$ cat src/rtl/y2r_pkg.sv
// ----------------------------------------------------------------------------
// y2r_pkg
// Shared types and fixed-point constants of the YUV 4:4:4 to RGB converter.
// ----------------------------------------------------------------------------
`default_nettype none

package y2r_pkg;

    // Pipeline depth from input register to output register
    localparam int unsigned STAGES = 4;

    // Studio-range (CCIR) scale factors, 16.16
    localparam logic signed [18:0] STU_YSCALE = 19'sd76309;
    localparam logic signed [18:0] STU_CSCALE = 19'sd69923;

    // Studio-range color coefficients (carry the 255/219 factor)
    localparam logic signed [18:0] STU_CRV = 19'sd107062;
    localparam logic signed [18:0] STU_CBU = 19'sd135067;
    localparam logic signed [18:0] STU_CGU = 19'sd26250;
    localparam logic signed [18:0] STU_CGV = 19'sd54485;

    // Full-range color coefficients
    localparam logic signed [18:0] FUL_CRV = 19'sd91947;
    localparam logic signed [18:0] FUL_CBU = 19'sd115999;
    localparam logic signed [18:0] FUL_CGU = 19'sd22544;
    localparam logic signed [18:0] FUL_CGV = 19'sd46793;

    // Luma black level in studio range
    localparam logic [9:0] LUMA_BLACK = 10'd16;

    // Pipeline control handed from the handshake logic to the datapath
    typedef struct packed {
        logic adv;         // all stages shift this cycle
        logic full_range;  // mode captured with the incoming pixel
    } y2r_ctrl_t;

endpackage

`default_nettype wire

$ cat src/rtl/y2r_datapath.sv
// ----------------------------------------------------------------------------
// y2r_datapath
// Four-stage fixed-point datapath: range scaling, color products,
// sums, and saturation to bytes. Payload only; valid bits live upstream.
// ----------------------------------------------------------------------------
`default_nettype none

module y2r_datapath (
    input  wire                   aclk,
    input  wire y2r_pkg::y2r_ctrl_t ctrl,
    input  wire  [7:0]            luma,
    input  wire  [7:0]            blue_diff,
    input  wire  [7:0]            red_diff,
    output logic [7:0]            red,
    output logic [7:0]            green,
    output logic [7:0]            blue
);

    // Saturate a signed 12-bit value to 0..255
    function automatic logic [7:0] clamp_byte(input logic signed [11:0] v);
        logic [7:0] res;
        if (v[11]) begin
            res = 8'd0;
        end else if (v[10:8] != 3'd0) begin
            res = 8'hFF;
        end else begin
            res = v[7:0];
        end
        return res;
    endfunction

    // ---------------- stage 1: offset removal and range scale products
    logic signed [9:0]  y_off;
    logic signed [7:0]  u_c, v_c;

    logic               mode1_reg;
    logic [7:0]         luma1_reg;
    logic signed [7:0]  u1_reg, v1_reg;
    logic signed [27:0] py1_reg, pu1_reg, pv1_reg;

    // x - 128 on a byte is just the top bit inverted
    assign y_off = $signed({2'b00, luma} - y2r_pkg::LUMA_BLACK);
    assign u_c   = $signed({~blue_diff[7], blue_diff[6:0]});
    assign v_c   = $signed({~red_diff[7], red_diff[6:0]});

    always_ff @(posedge aclk) begin
        if (ctrl.adv) begin
            mode1_reg <= ctrl.full_range;
            luma1_reg <= luma;
            u1_reg    <= u_c;
            v1_reg    <= v_c;
            py1_reg   <= 28'(y_off * y2r_pkg::STU_YSCALE);
            pu1_reg   <= 28'(u_c * y2r_pkg::STU_CSCALE);
            pv1_reg   <= 28'(v_c * y2r_pkg::STU_CSCALE);
        end
    end

    // ---------------- stage 2: mode select and color products
    logic signed [9:0]  y2_sel;
    logic signed [8:0]  u2_sel, v2_sel;
    logic signed [18:0] crv, cbu, cgu, cgv;

    logic signed [9:0]  y2_reg;
    logic signed [27:0] pr2_reg, pb2_reg, pgv2_reg, pgu2_reg;

    // floor shift by 16 is a slice of the two's complement product
    always_comb begin
        if (mode1_reg) begin
            y2_sel = $signed({2'b00, luma1_reg});
            u2_sel = $signed({u1_reg[7], u1_reg});
            v2_sel = $signed({v1_reg[7], v1_reg});
            crv    = y2r_pkg::FUL_CRV;
            cbu    = y2r_pkg::FUL_CBU;
            cgu    = y2r_pkg::FUL_CGU;
            cgv    = y2r_pkg::FUL_CGV;
        end else begin
            y2_sel = py1_reg[25:16];
            u2_sel = pu1_reg[24:16];
            v2_sel = pv1_reg[24:16];
            crv    = y2r_pkg::STU_CRV;
            cbu    = y2r_pkg::STU_CBU;
            cgu    = y2r_pkg::STU_CGU;
            cgv    = y2r_pkg::STU_CGV;
        end
    end

    always_ff @(posedge aclk) begin
        if (ctrl.adv) begin
            y2_reg   <= y2_sel;
            pr2_reg  <= 28'(v2_sel * crv);
            pb2_reg  <= 28'(u2_sel * cbu);
            pgv2_reg <= 28'(v2_sel * cgv);
            pgu2_reg <= 28'(u2_sel * cgu);
        end
    end

    // ---------------- stage 3: sums with luma
    logic signed [25:0] g_sum;
    logic signed [11:0] y_ext;
    logic signed [11:0] r3_reg, g3_reg, b3_reg;

    assign g_sum = $signed(pgv2_reg[25:0]) + $signed(pgu2_reg[25:0]);
    assign y_ext = {{2{y2_reg[9]}}, y2_reg};

    always_ff @(posedge aclk) begin
        if (ctrl.adv) begin
            r3_reg <= y_ext + $signed({{2{pr2_reg[25]}}, pr2_reg[25:16]});
            b3_reg <= y_ext + $signed({{2{pb2_reg[25]}}, pb2_reg[25:16]});
            g3_reg <= y_ext - $signed({{2{g_sum[25]}}, g_sum[25:16]});
        end
    end

    // ---------------- stage 4: saturation, output register
    logic [7:0] red_reg, green_reg, blue_reg;

    always_ff @(posedge aclk) begin
        if (ctrl.adv) begin
            red_reg   <= clamp_byte(r3_reg);
            green_reg <= clamp_byte(g3_reg);
            blue_reg  <= clamp_byte(b3_reg);
        end
    end

    assign red   = red_reg;
    assign green = green_reg;
    assign blue  = blue_reg;

endmodule

`default_nettype wire

$ cat src/rtl/yuv444_to_rgb_converter.sv
// An accepted pixel's result is valid on the m_ side from the last stage.
// Throughput: one pixel per clock; the four-stage datapath shifts as a whole
// whenever the output register is empty or its transaction completes.
// Reset (aresetn low, synchronous) empties all stages and selects
// studio range; payload registers are not reset.
// ----------------------------------------------------------------------------
// yuv444_to_rgb_converter
// BT.601 YCbCr 4:4:4 to RGB, 16.16 fixed point, studio or full range.
// ----------------------------------------------------------------------------
`default_nettype none

module yuv444_to_rgb_converter (
    input  wire        aclk,
    input  wire        aresetn,
    // configuration
    input  wire        cfg_wr_en,
    input  wire        cfg_wr_data,
    // input pixel
    input  wire        s_valid,
    output logic       s_ready,
    input  wire  [7:0] s_luma,
    input  wire  [7:0] s_blue_diff,
    input  wire  [7:0] s_red_diff,
    // output pixel
    output logic       m_valid,
    input  wire        m_ready,
    output logic [7:0] m_red,
    output logic [7:0] m_green,
    output logic [7:0] m_blue
);

    localparam int unsigned NS = y2r_pkg::STAGES;

    logic              full_range_reg;
    logic [NS-1:0]     vld_reg, vld_next;
    logic              adv;
    y2r_pkg::y2r_ctrl_t ctrl;

    // Mode register
    always_ff @(posedge aclk) begin
        if (!aresetn) begin
            full_range_reg <= 1'b0;
        end else if (cfg_wr_en) begin
            full_range_reg <= cfg_wr_data;
        end
    end

    // Whole pipeline moves unless the output holds an untaken result
    assign adv      = !vld_reg[NS-1] || m_ready;
    assign vld_next = {vld_reg[NS-2:0], s_valid};

    always_ff @(posedge aclk) begin
        if (!aresetn) begin
            vld_reg <= '0;
        end else if (adv) begin
            vld_reg <= vld_next;
        end
    end

    assign s_ready = adv;
    assign m_valid = vld_reg[NS-1];

    assign ctrl.adv        = adv;
    assign ctrl.full_range = full_range_reg;

    y2r_datapath u_datapath (
        .aclk      (aclk),
        .ctrl      (ctrl),
        .luma      (s_luma),
        .blue_diff (s_blue_diff),
        .red_diff  (s_red_diff),
        .red       (m_red),
        .green     (m_green),
        .blue      (m_blue)
    );

    // ---------------- assertions
    // an accepted pixel occupies the first stage next cycle
    a_accept_enters: assert property (@(posedge aclk) disable iff (!aresetn)
        (s_valid && s_ready) |=> vld_reg[0])
        else $error("accepted pixel missing from stage 1");

    // a stall freezes every valid bit
    a_stall_holds: assert property (@(posedge aclk) disable iff (!aresetn)
        (m_valid && !m_ready) |=> $stable(vld_reg))
        else $error("pipeline moved during output stall");

    // a pixel in the third stage reaches the output when the pipe advances
    a_reach_out: assert property (@(posedge aclk) disable iff (!aresetn)
        (adv && vld_reg[NS-2]) |=> m_valid)
        else $error("pixel lost before the output stage");

    // reset empties the pipeline
    a_reset_empty: assert property (@(posedge aclk)
        !aresetn |=> (vld_reg == '0))
        else $error("pipeline not empty after reset");

endmodule

`default_nettype wire
$ cat config.mk
export PLATFORM = sky130hd
export DESIGN_NAME = yuv444_to_rgb_converter
export DESIGN_NICKNAME = d
export VERILOG_FILES = /design/src/rtl/y2r_pkg.sv /design/src/rtl/y2r_datapath.sv /design/src/rtl/yuv444_to_rgb_converter.sv
export SDC_FILE = /design/constraint.sdc
export NUM_CORES = 1
export LEC_CHECK = 0
export BUFFER_PORTS_ARGS = -buffer_cell sky130_fd_sc_hd__buf_2
export CAP_MARGIN = 20
export CORE_UTILIZATION = 25
export CTS_CLUSTER_DIAMETER = 40
export DETAILED_ROUTE_END_ITERATION = 6
export PLACE_DENSITY = 0.5
export SYNTH_ARGS = -nofsm -noshare
export SYNTH_HDL_FRONTEND = slang
export SYNTH_SLANG_ARGS = --single-unit
$ cat constraint.sdc
create_clock -name aclk -period 7.8 [get_ports aclk]
set_input_delay 0.39 -clock aclk [delete_from_list [all_inputs] [get_ports aclk]]
set_output_delay 0.39 -clock aclk [all_outputs]
set_load 0.02 [all_outputs]
==> metrics.md, run 1 <==
| Metric | Value |
|---|---|
| Status | `finished, violations left` |
| Failing checks | `design-rule violations` |
| HP Class | `in -> reg` |
| Post-synth design cell area | `~25000 um2` |
| Initial Util | `about a quarter` |
| Post-synthesis adder-cell area fraction | `between 40% and 50%` |
| Area growth syn-to-layout | `10.2%` |
| XOR/XNOR share of the synthesized area | `under 10%` |
| Hold depth | `1` |
| Die Ht | `roughly 320 um` |
| Hold wc startpoint | `s_luma[5]` |
| Async set or reset register ratio after synthesis | `0%` |
| Highest achievable clock rate | `0.158 GHz` |
| Critical path data required time | `around 8100 ps` |
| Fraction of final layout cells sized beyond drive strength 1 | `under 10%` |
| Max FO, Critical Path | `32` |
| Area share of the largest cell type after synthesis | `28.4%` |
| Reg2reg path depth | `21` |
| Hold_ws | `142 ps` |
| H-tree levels | `4` |
| Hold EP | `u_datapath.luma1_reg[5]` |
| Buffer count from post-CTS setup fixing | `0` |
| Relative slew margins | `a little over a third` |
| Count of nets after finishing | `between 3000 and 4000` |
| Setup Skew | `about 19 ps` |
| Tmin final | `6340 ps` |
| IO Count | `56` |
| CTS Hold Bufs | `0` |
| Vias per inst | `roughly 4.2` |
| CTS tree | `yes` |
| Via count | `15200` |
| Area contributors post-synth | `ha_1, edfxtp_1, fa_1` |
| Final Cell Area | `approximately 27000 um2` |
| GRT Overall Usage | `a little over a tenth` |
| Max reg flops | `25` |
| Final Wtd Congestion | `slightly below 0.9` |
| Clock Pin Slew Worst Setup and Hold Paths | `roughly 70 ps` |
| Setup crit start | `u_datapath.mode1_reg` |
| Yosys reg bits | `194` |
| WL final | `between 50000 and 60000 um` |
| IO buf count | `55` |
| DRC errors left | `9` |
| Detailed Routing Iterations Pass 1 | `7` |
| Max clock buf depth | `2` |
| CP Capture Type | `flip-flop` |
| Post-CTS sizing | `0` |
| RSZ-0062 raised after global routing | `false` |
| Final setup fails | `0` |
| Core Region | `97000 um2` |
| Root Driver | `clkbuf_16` |
| Reg-to-reg startpoint | `u_datapath.mode1_reg` |
| DP HPWL | `44800 um` |
| Compound-Gate Fraction of Synth Area | `under 10%` |
| Number of global-route vias before repair | `about 16000` |
| Wirelength per Cell | `14.1 um` |
| Main combinational cell family by area after synthesis | `adder cells` |
| Post-synth EDFFs | `between 150 and 200` |
| Initial antenna violation count | `2` |
| Critical path's largest stage delay | `approximately 550 ps` |
| Worst reg2reg endpoint | `u_datapath.pgu2_reg[22]` |
| Period Utilization, post-route | `81.3%` |
| Synth area leader | `ha_1` |
| Syn Inst Count | `approximately 2300` |
| Inserted Clock Buffers | `17` |
| Slew @ Worst Pin | `961 ps` |
| Wire length of the first global-routing pass | `~85000 um` |
| Worst-skew pair later-pin latency | `490 ps` |
| Syn Area/Cell | `between 10 and 15 um2` |
| Slowest cell on crit path | `fa_1` |
| Worst-path cell chain | `buf_4, nand2_1, inv_1, nor2_1, inv_1, fa_1, fa_1, inv_1, fa_1, fa_1, inv_1, ha_1, ha_1, and2_1, a31oi_1, a21oi_1, a41oi_1, a211oi_2, nand2b_1, a21o_1, a221oi_1` |
| Setup CP Type | `reg -> reg` |
| Overflow after GRT | `0` |
| Pin count of the biggest net entering global routing | `between 70 and 80` |
| Yosys cell types | `68` |
| Die area | `between 90000 and 100000 um2` |
| FF-to-FF setup slack | `between 1000 and 1500 ps` |
| CTS sink count | `194` |
| Max-cap viol count | `0` |
| Worst setup SP type | `flip-flop` |
| Sequential area share after synthesis | `a little under a quarter` |
| Number of DRC markers in iteration 0 | `~650` |
| Synthesis Warnings | `0` |
| Post-synthesis simple-gate area fraction | `around 7.6%` |
| Final Util | `~28%` |
| Final Hold Violating Endpoints | `0` |
| Slew Viols, Final | `0` |
| Proportion of synthesized area in mux cells | `less than 1%` |
| CP Data Arrival Time | `roughly 6600 ps` |
| DP Area | `between 20000 and 30000 um2` |
| Die width | `between 300 and 400 um` |
| Top FF cell, synth | `edfxtp_1` |
| Antenna Cells | `0` |
| Post-route ant nets | `0` |
| Num rows | `approximately 110` |
| Setup tns final | `0 ps` |
metal layers:
metal | part of all wire, % | routed length (um) | track usage (%) | vias up
met1 | 52 | 27000 | 16.0 | 7179
met5 | 0 | 0 | 0 | -
met2 | 43 | 22400 | 16.7 | 186
li1 | - | - | - | 7817
met3 | 3.3 | 1700 | 1.78 | 41
met4 | 1.3 | 695 | 2.55 | 0
stage by stage:
| step | worst slack (ps) | cells |
|---|---|---|
| 2_1_floorplan | 971 | 2324 |
| 3_3_place_gp | 1550 | 3635 |
| 3_5_place_dp | 1450 | 3635 |
| 4_1_cts | 1460 | 3667 |
| 5_1_grt | 1030 | 3667 |
| 6_report | 1460 | 3667 |
final cells by class:
type                    instances  area, um2
flip-flops and latches        194       5780
inverters                     495       1860
fillers                     10200      70000
clock inverters                15        176
clock buffers                  17        425
well taps                    1276       1600
multi-input cells            1605      16800
repair buffers                 65        350
synth_stat cells (all sizes together) (22+ instances only):
cell type	n
nor3	24
nor2	129
xnor2	76
clkbuf	27
fa	253
inv	495
a21oi	79
xor2	36
nand2b	38
nor2b	22
nand3	25
o21ai	46
ha	556
nand2	92
edfxtp	189
a21o	31
how the worst max path moves through the flow:
stage,depth (start not counted),end
finish,21,u_datapath.pgu2_reg[22]
global route,21,u_datapath.pgu2_reg[22]
CTS,19,u_datapath.pb2_reg[25]
detailed placement,19,u_datapath.pb2_reg[25]
global placement,19,u_datapath.pb2_reg[25]
floorplan,3,vld_reg[3]
critical path: cells and delay by family, from the launching register on:
family                   cells  cell delay, ps
adder cells (fa/ha/maj)      6            2650
AO/OA/AOI/OAI                6            1370
AND/OR/NAND/NOR              4             950
buffers and inverters        5             810
flip-flops                   1             360
kinds of logic (layout without fill, tap and decap cells):
kind of cell / after synthesis / in the layout
adders and majority gates: 809 / 809
buffers and inverters: 525 / 592
and+or+nand+nor: 391 / 391
AOI/OAI and AO/OA: 265 / 265
DFF: 194 / 194
xor gates and xnor gates: 112 / 112
muxes: 13 / 13
other: 2 / 15
cell usage in the layout (no fill, tap or decap), drive strengths merged, types with 22 or more instances in the layout:
master / instances
nand3: 25
inv: 499
fa: 253
buf: 65
ha: 556
edfxtp: 189
a21oi: 79
nor2: 129
xor2: 36
xnor2: 76
nor2b: 22
a21o: 31
o21ai: 46
nor3: 24
nand2: 92
nand2b: 38
Power of run 1 is left out: the tool's default activity adds up to more than one toggle a clock period on the data nets, which glitch-free logic cannot reach.
==> run 2, diff against run 1 <==
Clock period 7.8 ns to 6.45 ns, I/O delays scaled along.
==> metrics.md, run 2 (synthesized netlist as in run 1, its figures left out) <==
| Metric | Value |
|---|---|
| Status | `completed` |
| Vias per inst | `4.15 (about the same)` |
| Worst setup SP type | `flip-flop` |
| Setup tns final | `0 ps (unchanged)` |
| Post-route ant nets | `0 (unchanged)` |
| GRT Overall Usage | `10.8% (-0.098 points)` |
| H-tree levels | `4 (unchanged)` |
| Area growth syn-to-layout | `10.3%` |
| Tmin final | `5970 ps (-379 ps)` |
| Root Driver | `clkbuf_16` |
| Die area | `99400 um2 (unchanged)` |
| Initial Util | `25.3% (unchanged)` |
| Num rows | `114 (unchanged)` |
| Critical path's largest stage delay | `540 ps (about the same)` |
| Via count | `15300 (+0.26%)` |
| Detailed Routing Iterations Pass 1 | `6 (-1)` |
| CTS tree | `yes` |
| Reg2reg path depth | `21 (unchanged)` |
| Worst-skew pair later-pin latency | `480 ps (about the same)` |
| Slowest cell on crit path | `fa_1` |
| Inserted Clock Buffers | `17 (unchanged)` |
| Die Ht | `315 um (unchanged)` |
| Final setup fails | `0 (unchanged)` |
| WL final | `51400 um (-0.63%)` |
| Number of DRC markers in iteration 0 | `634 (-2.3%)` |
| Number of global-route vias before repair | `15600 (-1.0%)` |
| Final Hold Violating Endpoints | `0 (unchanged)` |
| DP HPWL | `44800 um (-0.11%)` |
| Setup Skew | `12.4 ps (-6.24 ps)` |
| RSZ-0062 raised after global routing | `false` |
| Initial antenna violation count | `1 (-1)` |
| Count of nets after finishing | `3228 (+0.34%)` |
| Slew Viols, Final | `0 (unchanged)` |
| HP Class | `in -> reg` |
| Clock Pin Slew Worst Setup and Hold Paths | `70 ps (about the same)` |
| Setup CP Type | `reg -> reg` |
| Wire length of the first global-routing pass | `83400 um (-1.6%)` |
| CP Data Arrival Time | `6190 ps (-450 ps)` |
| Multi-input gate area | `16800 um2 (about the same)` |
| Die width | `315 um (unchanged)` |
| Pin count of the biggest net entering global routing | `137 (+85%)` |
| Fraction of final layout cells sized beyond drive strength 1 | `5.50% (+0.27 points)` |
| Max-cap viol count | `0 (unchanged)` |
| CP Capture Type | `flip-flop` |
| Wirelength per Cell | `14.0 um (-0.95%)` |
| Core Region | `97000 um2 (unchanged)` |
| Most common cell after layout, fill and taps aside | `ha_1` |
| DRC errors left | `0 (-9)` |
| Area occupied by registers | `5780 um2 (unchanged)` |
| Most frequent cells in the layout | `ha_1, inv_1, fa_1` |
| Final Wtd Congestion | `0.872 (-0.46%)` |
| Worst-path cell chain | `buf_4, nand2b_1, inv_1, nor2_1, inv_1, ha_1, inv_1, fa_1, inv_1, fa_1, fa_1, fa_1, ha_1, a2111oi_0, o21ai_1, a31oi_1, o211ai_2, a31oi_4, o2111ai_1, a21oi_1, xnor2_1` |
| Slew @ Worst Pin | `853 ps (-108 ps)` |
| Highest achievable clock rate | `0.168 GHz (+6.4%)` |
| Max clock buf depth | `2 (unchanged)` |
| CTS sink count | `194 (unchanged)` |
| Max FO, Critical Path | `20 (-38%)` |
| Hold depth | `1 (unchanged)` |
| Relative slew margins | `43.2% (+7.2 points)` |
| Final-layout fill cell count | `10200 (+0.52%)` |
| Max reg flops | `25 (unchanged)` |
| IO Count | `56 (unchanged)` |
| Period Utilization, post-route | `92.5% (+11 points)` |
| Critical path data required time | `6680 ps (-1420 ps)` |
| IO buf count | `55 (unchanged)` |
| Overflow after GRT | `0 (unchanged)` |
run 2: cell types whose count changed in the layout (fill, tap and decap cells not counted), moves of 2 or more:
cell	previous run	this run
buf_4	10	20
clkbuf_1	0	4
clkinv_4	4	2
inv_8	4	1
run 2: worst max-delay path, delay by kind of cell (launching register included):
family / cells / cell delay [ps]
adder cells (fa/ha/maj): 6 / 2360
AO/OA/AOI/OAI: 7 / 1680
buffers and inverters: 5 / 830
flip-flops: 1 / 380
AND/OR/NAND/NOR: 2 / 370
XOR/XNOR: 1 / 70
run 2: routing by layer:
| layer | GRT usage (%) | part of all wire, % | up-vias |
|---|---|---|---|
| met2 | 17.0 | 44 | 171 |
| met1 | 15.4 | 52 | 7209 |
| met3 | 1.96 | 3.4 | 26 |
| li1 | - | - | 7857 |
| met4 | 2.27 | 0.91 | 0 |
| met5 | 0 | 0 | - |
run 2: repair_timing:
action                                  4_1_cts  5_1_grt
endpoints found under the setup margin        0        1
hold buffers                                  0        0
setup buffers                                 0        0
resized for setup                             0        1
run 2: worst paths after layout:
check	end	start	slack, ps
worst min register to register	vld_reg[3]	vld_reg[2]	470
worst max-delay path	u_datapath.pr2_reg[25]	u_datapath.mode1_reg	480
worst min-delay path	u_datapath.u1_reg[1]	s_blue_diff[1]	90
worst max register to register	u_datapath.pr2_reg[25]	u_datapath.mode1_reg	480
run 2: per-stage QoR:
step	area [um2]	cells	worst slack, ps	util (%)	hold WS, ps
finish	27100	3679	484	27.9	86.2
global route	27100	3678	23.4	27.9	61.8
CTS	27100	3678	526	27.9	33.8
detailed placement	26500	3646	552	27.3	456
global placement	26500	3646	586	27.3	454
floorplan	24600	2324	760	-	408
run 2: final cells by class:
type | count | share of cell area [%]
sequential | 194 | 21.3
multi-input combinational | 1605 | 62.2
tap | 1276 | 5.90
antenna | 1 | 0.00924
inverter | 495 | 6.86
clock buffer | 21 | 1.63
timing repair buffer | 76 | 1.65
clock inverter | 11 | 0.397
Power of run 2 is left out for the same reason.
==> run 3, diff against run 2 <==
Settings changed: CORE_UTILIZATION 25 to 65, PLACE_DENSITY 0.5 to 0.93.
==> metrics.md, run 3 (synthesized netlist as in run 1, its figures left out) <==
| Metric | Value |
|---|---|
| Area occupied by registers | `5780 um2 (unchanged)` |
| Final-layout fill cell count | `2496 (-76%)` |
| Initial Util | `66.5% (+41 points)` |
| Via count | `16700 (+9.3%)` |
| Final setup fails | `0 (unchanged)` |
| CP Capture Type | `flip-flop` |
| Detailed Routing Iterations Pass 1 | `7 (+1)` |
| Post-route ant nets | `0 (unchanged)` |
| Setup tns final | `0 ps (unchanged)` |
| Status | `finished, violations left` |
| H-tree levels | `4 (unchanged)` |
| Antenna Cells | `0 (-1)` |
| Met3 Resource Use GR | `4.78% (+2.8 points)` |
| Met1 usage | `36.2% (+21 points)` |
| Critical path data required time | `6650 ps (-30 ps)` |
| Vias per inst | `5.74 (+38%)` |
| Period Utilization, post-route | `94.7% (+2.2 points)` |
| CTS sink count | `194 (unchanged)` |
| Inserted Clock Buffers | `17 (unchanged)` |
| WL final | `53500 um (+4.2%)` |
| CTS tree | `yes` |
| Highest achievable clock rate | `0.164 GHz (-2.3%)` |
| Setup CP Type | `reg -> reg` |
| Max clock buf depth | `2 (unchanged)` |
| Slew @ Worst Pin | `975 ps (+123 ps)` |
| Slew Viols, Final | `0 (unchanged)` |
| Relative slew margins | `35.0% (-8.2 points)` |
| Hold_ws | `91.4 ps (+5.24 ps)` |
| Wire length of the first global-routing pass | `89000 um (+6.7%)` |
| Number of global-route vias before repair | `18200 (+17%)` |
| Overflow after GRT | `0 (unchanged)` |
| GRT Overall Usage | `29.5% (+19 points)` |
| Failing checks | `design-rule violations` |
| CP Data Arrival Time | `6300 ps (+110 ps)` |
| Met2 GRT Util | `52.6% (+36 points)` |
| Wirelength per Cell | `18.4 um (+32%)` |
| Max reg flops | `25 (unchanged)` |
| Max FO, Critical Path | `51 (+160%)` |
| Worst setup SP type | `flip-flop` |
| IO Count | `56 (unchanged)` |
| Final Hold Violating Endpoints | `0 (unchanged)` |
| Max-cap viol count | `0 (unchanged)` |
| Die Ht | `196 um (-38%)` |
| Root Driver | `clkbuf_16` |
| Final Wtd Congestion | `0.996 (+14%)` |
| Area growth syn-to-layout | `6.55%` |
| Clock Pin Slew Worst Setup and Hold Paths | `70 ps (about the same)` |
| Die width | `196 um (-38%)` |
| Fraction of final layout cells sized beyond drive strength 1 | `5.75% (+0.25 points)` |
| Top Usage Layer GRT | `met2` |
| Num rows | `70 (-39%)` |
| HP Class | `in -> reg` |
| DRC errors left | `5 (+5)` |
| Die area | `38500 um2 (-61%)` |
| Worst-skew pair later-pin latency | `450 ps (-30 ps)` |
| DP HPWL | `44700 um (-0.12%)` |
| RSZ-0062 raised after global routing | `false` |
| IO buf count | `55 (unchanged)` |
| Initial antenna violation count | `0 (-1)` |
| Count of nets after finishing | `3228 (unchanged)` |
| Setup Skew | `9.84 ps (-2.60 ps)` |
| Number of DRC markers in iteration 0 | `1072 (+69%)` |
| Core Region | `36900 um2 (-62%)` |
| Most frequent cells in the layout | `ha_1, inv_1, fa_1` |
| CTS Hold Bufs | `0 (unchanged)` |
| Pin count of the biggest net entering global routing | `67 (-51%)` |
| Tmin final | `6110 ps (+142 ps)` |
| Most common cell after layout, fill and taps aside | `ha_1` |
| Multi-input gate area | `16900 um2 (about the same)` |
run 3: path summary, 6_finish.rpt:
check	startpoint	to	slack (ps)	cells past startpoint
worst max-delay path	u_datapath.mode1_reg	u_datapath.pgv2_reg[25]	340	19
worst min-delay path	s_luma[7]	u_datapath.luma1_reg[7]	90	1
worst max register to register	u_datapath.mode1_reg	u_datapath.pgv2_reg[25]	340	19
worst min register to register	full_range_reg	u_datapath.mode1_reg	480	0
run 3: worst max-delay path, cell delays in order, from the launching register on:
cell       delay, ps
edfxtp_1         390
buf_12           240
nand2_1          100
inv_1            270
nor2_1           120
inv_1            370
ha_1             340
fa_1             500
fa_1             570
fa_1             430
fa_1             480
ha_1             370
nand2_1           90
o21ai_0          340
o211ai_1         260
o311ai_4         390
a2111oi_2        150
o21bai_1         190
a21oi_1          110
xnor2_1          140
run 3: per-layer routing:
layer  part of all wire, %  vias up
met4                   3.0        0
li1                      -     7848
met3                   5.4      133
met2                    50      511
met1                    41     8196
met5                     0        -
run 3: metrics by stage:
stage	utilization, %	cell area [um2]	setup WS, ps	instances
after floorplan	-	24600	760	2324
after global placement	69.3	25500	613	2872
after detailed placement	69.3	25500	439	2872
after CTS	70.8	26100	331	2903
after global routing	70.9	26100	41.7	2905
final	70.9	26100	342	2905
run 3: repair_timing:
item | CTS | global route
setup endpoints to repair | 0 | 3
buffers inserted | 0 | 2
resized for setup | 0 | 2
run 3: area by class of cell:
type                       instances  share of cell area (%)
timing repair buffer              76                    1.70
tap                              504                    2.41
clock inverter                    14                   0.565
inverter                         495                    7.11
sequential                       194                    22.1
multi-input combinational       1605                    64.5
clock buffer                      17                    1.63
Power of run 3 is left out for the same reason.
